### config.mk
export PLATFORM = sky130hd
export DESIGN_NAME = imts_front
export DESIGN_NICKNAME = d
export VERILOG_FILES = /design/src/design/imts_pkg.sv /design/src/design/imts_front.sv
export SDC_FILE = /design/constraint.sdc
export NUM_CORES = 1
export LEC_CHECK = 0
export BUFFER_PORTS_ARGS = -buffer_cell sky130_fd_sc_hd__buf_2
export CORE_ASPECT_RATIO = 0.8
export CORE_MARGIN = 2
export CORE_UTILIZATION = 30
export CTS_BUF_LIST = sky130_fd_sc_hd__clkbuf_16
export DETAILED_ROUTE_END_ITERATION = 10
export PLACE_DENSITY = 0.57
export SYNTH_ARGS = -nofsm -noshare
export SYNTH_HDL_FRONTEND = slang
export SYNTH_SLANG_ARGS = --single-unit
### constraint.sdc
create_clock -name clock -period 51.6 [get_ports clock]
set_input_delay 2.58 -clock clock [delete_from_list [all_inputs] [get_ports clock]]
set_output_delay 2.58 -clock clock [all_outputs]
set_load 0.005 [all_outputs]
### src/design/imts_pkg.sv
// Shared types and constants for the IMU timestamp interpolator.
// Used by every module of the block; depends on nothing.
`default_nettype none
package imts_pkg;

   localparam int QUEUE_DEPTH = 16;
   localparam int PTR_W       = $clog2(QUEUE_DEPTH);
   localparam int CNT_W       = $clog2(QUEUE_DEPTH + 1);
   localparam int NUM_VALS    = 10;
   localparam int QUAT_BASE   = 6;
   localparam logic [23:0] GAP_RESET = 24'd200000;

   typedef enum logic {
      OP_PUSH = 1'b0,
      OP_SYNC = 1'b1
   } op_type;

   typedef enum logic [1:0] {
      ST_OK    = 2'd0,
      ST_FEW   = 2'd1,
      ST_EARLY = 2'd2,
      ST_GAP   = 2'd3
   } status_type;

   typedef enum logic [3:0] {
      BK_IDLE, BK_LOOK, BK_RD0, BK_RD1, BK_CHECK, BK_DIV, BK_MUL, BK_ACC,
      BK_SQ, BK_SUM, BK_SQRT, BK_NPREP, BK_NORM, BK_NFIN, BK_DONE
   } back_state_type;

   typedef struct packed {
      logic               opcode;
      logic [39:0]        stamp_us;
      logic signed [31:0] accel_x;
      logic signed [31:0] accel_y;
      logic signed [31:0] accel_z;
      logic signed [31:0] rate_x;
      logic signed [31:0] rate_y;
      logic signed [31:0] rate_z;
      logic signed [31:0] quat_x;
      logic signed [31:0] quat_y;
      logic signed [31:0] quat_z;
      logic signed [31:0] quat_w;
   } req_type;

   typedef struct packed {
      logic [1:0]         status;
      logic [39:0]        out_stamp_us;
      logic signed [31:0] out_accel_x;
      logic signed [31:0] out_accel_y;
      logic signed [31:0] out_accel_z;
      logic signed [31:0] out_rate_x;
      logic signed [31:0] out_rate_y;
      logic signed [31:0] out_rate_z;
      logic signed [31:0] out_quat_x;
      logic signed [31:0] out_quat_y;
      logic signed [31:0] out_quat_z;
      logic signed [31:0] out_quat_w;
   } rsp_type;

   // one stored sample: time plus the ten values, accel first, quat last
   typedef struct packed {
      logic [39:0]                 stamp;
      logic [NUM_VALS-1:0][31:0]   vals;
   } row_type;

   typedef struct packed {
      op_type  op;
      row_type row;
   } cmd_type;

endpackage
`default_nettype wire

### src/design/imts_front.sv
// Front end: accepts request transactions, decodes the opcode and packs the
// sample into a row, then holds it in a two-entry queue. Uses imts_pkg.
`default_nettype none
module imts_front
   import imts_pkg::*;
(
   input  wire logic    clock,
   input  wire logic    reset,
   input  wire logic    req_valid,
   output logic         req_ready,
   input  wire req_type req_data,
   output logic         cmd_valid,
   input  wire logic    cmd_ready,
   output cmd_type      cmd
);

   cmd_type    q_ff [2];
   logic       wr_ptr_ff, wr_ptr_in;
   logic       rd_ptr_ff, rd_ptr_in;
   logic [1:0] cnt_ff, cnt_in;
   cmd_type    dec;
   logic       push, pop;

   always_comb begin
      dec.op            = req_data.opcode ? OP_SYNC : OP_PUSH;
      dec.row.stamp     = req_data.stamp_us;
      dec.row.vals[0]   = req_data.accel_x;
      dec.row.vals[1]   = req_data.accel_y;
      dec.row.vals[2]   = req_data.accel_z;
      dec.row.vals[3]   = req_data.rate_x;
      dec.row.vals[4]   = req_data.rate_y;
      dec.row.vals[5]   = req_data.rate_z;
      dec.row.vals[6]   = req_data.quat_x;
      dec.row.vals[7]   = req_data.quat_y;
      dec.row.vals[8]   = req_data.quat_z;
      dec.row.vals[9]   = req_data.quat_w;
   end

   assign req_ready = (cnt_ff != 2'd2);
   assign cmd_valid = (cnt_ff != 2'd0);
   assign cmd       = q_ff[rd_ptr_ff];
   assign push      = req_valid && req_ready;
   assign pop       = cmd_valid && cmd_ready;

   always_comb begin
      wr_ptr_in = push ? ~wr_ptr_ff : wr_ptr_ff;
      rd_ptr_in = pop ? ~rd_ptr_ff : rd_ptr_ff;
      cnt_in    = cnt_ff + {1'b0, push} - {1'b0, pop};
   end

   always_ff @(posedge clock) begin
      if (reset) begin
         wr_ptr_ff <= 1'b0;
         rd_ptr_ff <= 1'b0;
         cnt_ff    <= 2'd0;
      end else begin
         wr_ptr_ff <= wr_ptr_in;
         rd_ptr_ff <= rd_ptr_in;
         cnt_ff    <= cnt_in;
      end
   end

   always_ff @(posedge clock) begin
      if (push) begin
         q_ff[wr_ptr_ff] <= dec;
      end
   end

endmodule
`default_nettype wire

Word level (Yosys, flattened, before mapping)
Memory sizes are Yosys's and may differ from the RTL's. A register that Yosys moved wholly into a read port is not among the register bits. Index checks and enable logic that the tools add are counted. Widths: inputs -> output; s select.

Register bits after elaboration: 4. Word-level logic and storage cells: 17. Memories kept: 1. Memory bits (writable): 722. Input port bits: 365.

Muxes and demuxes: 5. Reduce and logical (&&, ||, !) cells: 3. Bitwise operators: 2. $add $sub $neg: 2. Equality and inequality tests: 1.

Memories: q_ff (words 2, width 361, rd ports 1, clocked after Yosys merged registers in 1, write ports 1, line imts_front.sv:17) `cmd_type q_ff [2];`.

Operator list (count): $mux 1 (5); $add 2x1->2 (1); $logic_and 1x1->1 (2); $ne 2x2->1 const B (1); $not 1->1 (2); $reduce_bool 2->1 (1); $sub 2x1->2 (1).

Logic depth before layout (Yosys ltp)
Word-level depth: 4. Mapped depth: 8.

Least setup slack after synthesis
No wires, ideal clock.

Path kind: input to register. Start point: input req_valid. End point: memory q_ff[0][0] (netlist bit), enable pin. Path buffers: 0. Data required time: 50509 ps. Setup slack: 32904 ps. Stages: 2. Library setup time: 1091 ps. Arrival time: 17605 ps. Cell sequence: nand2_1 -> nor2_1.

Cells in the longest elaborated chain, start to end: 3.

RTL lines: start: declaration (line imts_front.sv:9) `input wire logic req_valid,`; $logic_and 1x1->1 (line imts_front.sv:42) `assign push = req_valid && req_ready;`; $mux 1 (line imts_front.sv:64) `if (push) begin`; $mux 1 (not written as such) (line imts_front.sv:65) `q_ff[wr_ptr_ff] <= dec;`; end: declaration (line imts_front.sv:17).

No other way between the ends.

==> results by group <==
Run status
  – Status: finished, final reports clean

Global routing
  – Vias in the first global route: 14.2k
  – Antenna violations before repair: 24
  – Congestion Overflow GR: 0
  – GRT Util Overall: 0.123
  – Largest net degree at the start of global routing: 149
  – First-pass GRT wire length: 86900 um

Finish
  – FILL cells: 8408
  – Most frequent cells in the layout: buf_2 (727), edfxtp_1 (722), mux2_4 (290), clkbuf_16 (77), mux2_2 (71)
  – Share of layout cells above drive strength 1: 0.608
  – P&R area growth vs syn: 26.3%
  – Commonest non-fill, non-tap cell in the layout: buf_2
  – Post-layout util: 0.382
  – Nets: 2292

Power
  – Leak Pwr: 0.0133 uW
  – Clk pwr share: 0.309
  – Seq pwr share: 0.460
  – Sw Share: 0.252
  – Logic pwr share: 0.231
  – VDD IR max: 0.0000306 V
  – Cell Int Power: 1250 uW
  – PwrDens: 48.0 nW/um^2
  – Net Sw Power: 421 uW

Synthesis
  – Seq/Total Area, Yosys: 0.792
  – Netlist Area Pre-Place: 27500 sq um
  – Ranking of synthesized cells by area: edfxtp_1 (79%), mux2_4 (16%), mux2_2 (2.9%), buf_6 (0.90%), buf_8 (0.60%)
  – Ys Warns: 0
  – Syn avg cell area: 24.0 sq um
  – Post-synth cell types: 19
  – Post-synthesis instance total: 1147
  – Leading area contributor after synthesis: edfxtp_1
  – Top cell type's share of synthesized area: 0.788
  – Flops & latches, synth: 727
  – Syn_nets: 1514

Clock network
  – Clock buffer count from CTS: 74
  – H-tree Lvls: 3
  – Root Driver: clkbuf_16
  – Skew-Pair Late Insertion Delay: 610 ps
  – CTS Hold Bufs: 0
  – Clock transition at the registers of the reported paths: 60 ps
  – CTS sink count: 727
  – Post-CTS resize count: 0
  – Clock Path Buffers: 3
  – Postcts setup bufs: 0
  – CTS tree: yes

Timing
  – Fin worst setup slack: 44100 ps
  – Fin. Hold Viols: 0
  – Fin. max-slew vios: 0
  – Final Skew: 20.4 ps
  – Final setup viols: 0
  – Max Freq: 133 MHz
  – Worst Tran Pin Value: 1110 ps
  – Setup_tns: 0 ps
  – Period minus WS final: 7500 ps
  – Max_slew headroom: 0.259
  – Tcrit/Tclk final: 0.145
  – Unrepaired setup endpoints after global routing: false

Floorplan
  – Die X-Extent: 343 um
  – Ports: 728
  – Initial core utilization: 0.302
  – Die Y-Extent: 275 um
  – Die area: 94200 sq um
  – Cell row count: 99
  – Placeable Area: 91000 sq um

Route
  – Final wirelength: 61700 um
  – DRC errors left: 0
  – Drt initial violations: 668
  – DRT antenna net count: 0
  – Vias: 13.5k
  – Drt first pass iters: 4
  – DR WL/cell: 19.3 um
  – Vias per cell: 4.22

Place
  – Pre-CTS setup slack: 44670 ps
  – Final GP Congestion: 0.803
  – I/O Buffers: 727
  – Detail Placement HPWL: 43400 um

Hold path
  – Hold path depth: 2
  – Min-delay worst type: reg2reg

Critical path
  – Critical path class: reg2out
  – Worst-path fanout max: 59
  – R2R depth: 5
  – CP Data Required Time: 49020 ps
  – WP data arrival: 4920 ps
  – Worst Setup End Kind: primary output
  – Critical Path Source Type: flop

Run
  – MaxCap Viol Count: 0
-- flip-flops by register name, summed over array words and instances, names as in the netlist, named ones only --
register   flops
q_ff         722
wr_ptr_ff      1
cnt_ff         2
rd_ptr_ff      1
-- path summary, 6_finish.rpt --
kind,slack [ps],from,to
worst max-delay path,44100,flop,cmd[360]
worst min-delay path,530,rd_ptr_ff,flop
worst max register to register,47440,cnt_ff[0],q_ff[1][307]
worst min register to register,530,rd_ptr_ff,flop
-- synthesized netlist by cell type --
cell	n
edfxtp_1	722
mux2_4	290
mux2_2	71
buf_6	22
buf_8	11
buf_2	7
dfxtp_1	5
nor2_1	5
ha_1	2
nor2b_1	2
xnor2_1	2
and3_1	1
inv_1	1
mux2_1	1
nand2_1	1
nand2b_1	1
o21a_1	1
or2_2	1
xor2_1	1
-- metal layers --
metal,up-vias,track usage,share of wire
met1,6663,0.135,0.37
met4,20,0.0467,0.029
li1,6155,-,-
met3,128,0.0513,0.10
met5,-,0,0.0019
met2,541,0.212,0.50
-- final cells by class --
class | instances | area (sq um) | area share
Inverter | 1 | 3.75 | 0.000108
Sequential cell | 727 | 21800 | 0.627
Antenna cell | 13 | 32.5 | 0.000937
Clock inverter | 53 | 415 | 0.0120
Multi-Input combinational cell | 379 | 5290 | 0.152
Clock buffer | 77 | 1930 | 0.0555
Tap cell | 1212 | 1520 | 0.0437
Timing Repair Buffer | 742 | 3760 | 0.108
-- logic make-up (layout without fill, tap and decap cells) --
kind of cell    after synthesis  after routing  synth area share
xor+xnor                      3              3          0.000955
simple gates                 11             11           0.00196
mux                         362            362             0.188
compound gates                1              1          0.000273
fa+ha+maj                     2              2          0.000909
flops                       727            727             0.792
buf+inv                      41            873            0.0164
other cells                   0             13                 0
-- power groups by stage --
stage                     Combinational [uW]  Clock (uW)  Sequential, uW
after detailed placement                 393           0             781
after global placement                   387           0             778
after global routing                     414         556             774
final                                    385         515             768
after floorplan                          255           0             814
after CTS                                395         532             769
-- critical path, cell delays in order (launching register included) --
cell and delay, ps:
dfxtp_4 870, buf_4 920, buf_4 850, buf_4 850
mux2_2 420, buf_2 130
-- stage by stage --
stage | hold WS, ps | power, uW | instance area, sq um | instances
5_1_grt | 574 | 1740 | 34700 | 3198
6_report | 531 | 1670 | 34700 | 3204
4_1_cts | 531 | 1690 | 34700 | 3191
3_3_place_gp | 514 | 1170 | 32400 | 3061
3_5_place_dp | 499 | 1170 | 32400 | 3061
2_1_floorplan | 481 | 1070 | 27500 | 1147
Power figures use the tool's default switching activity.
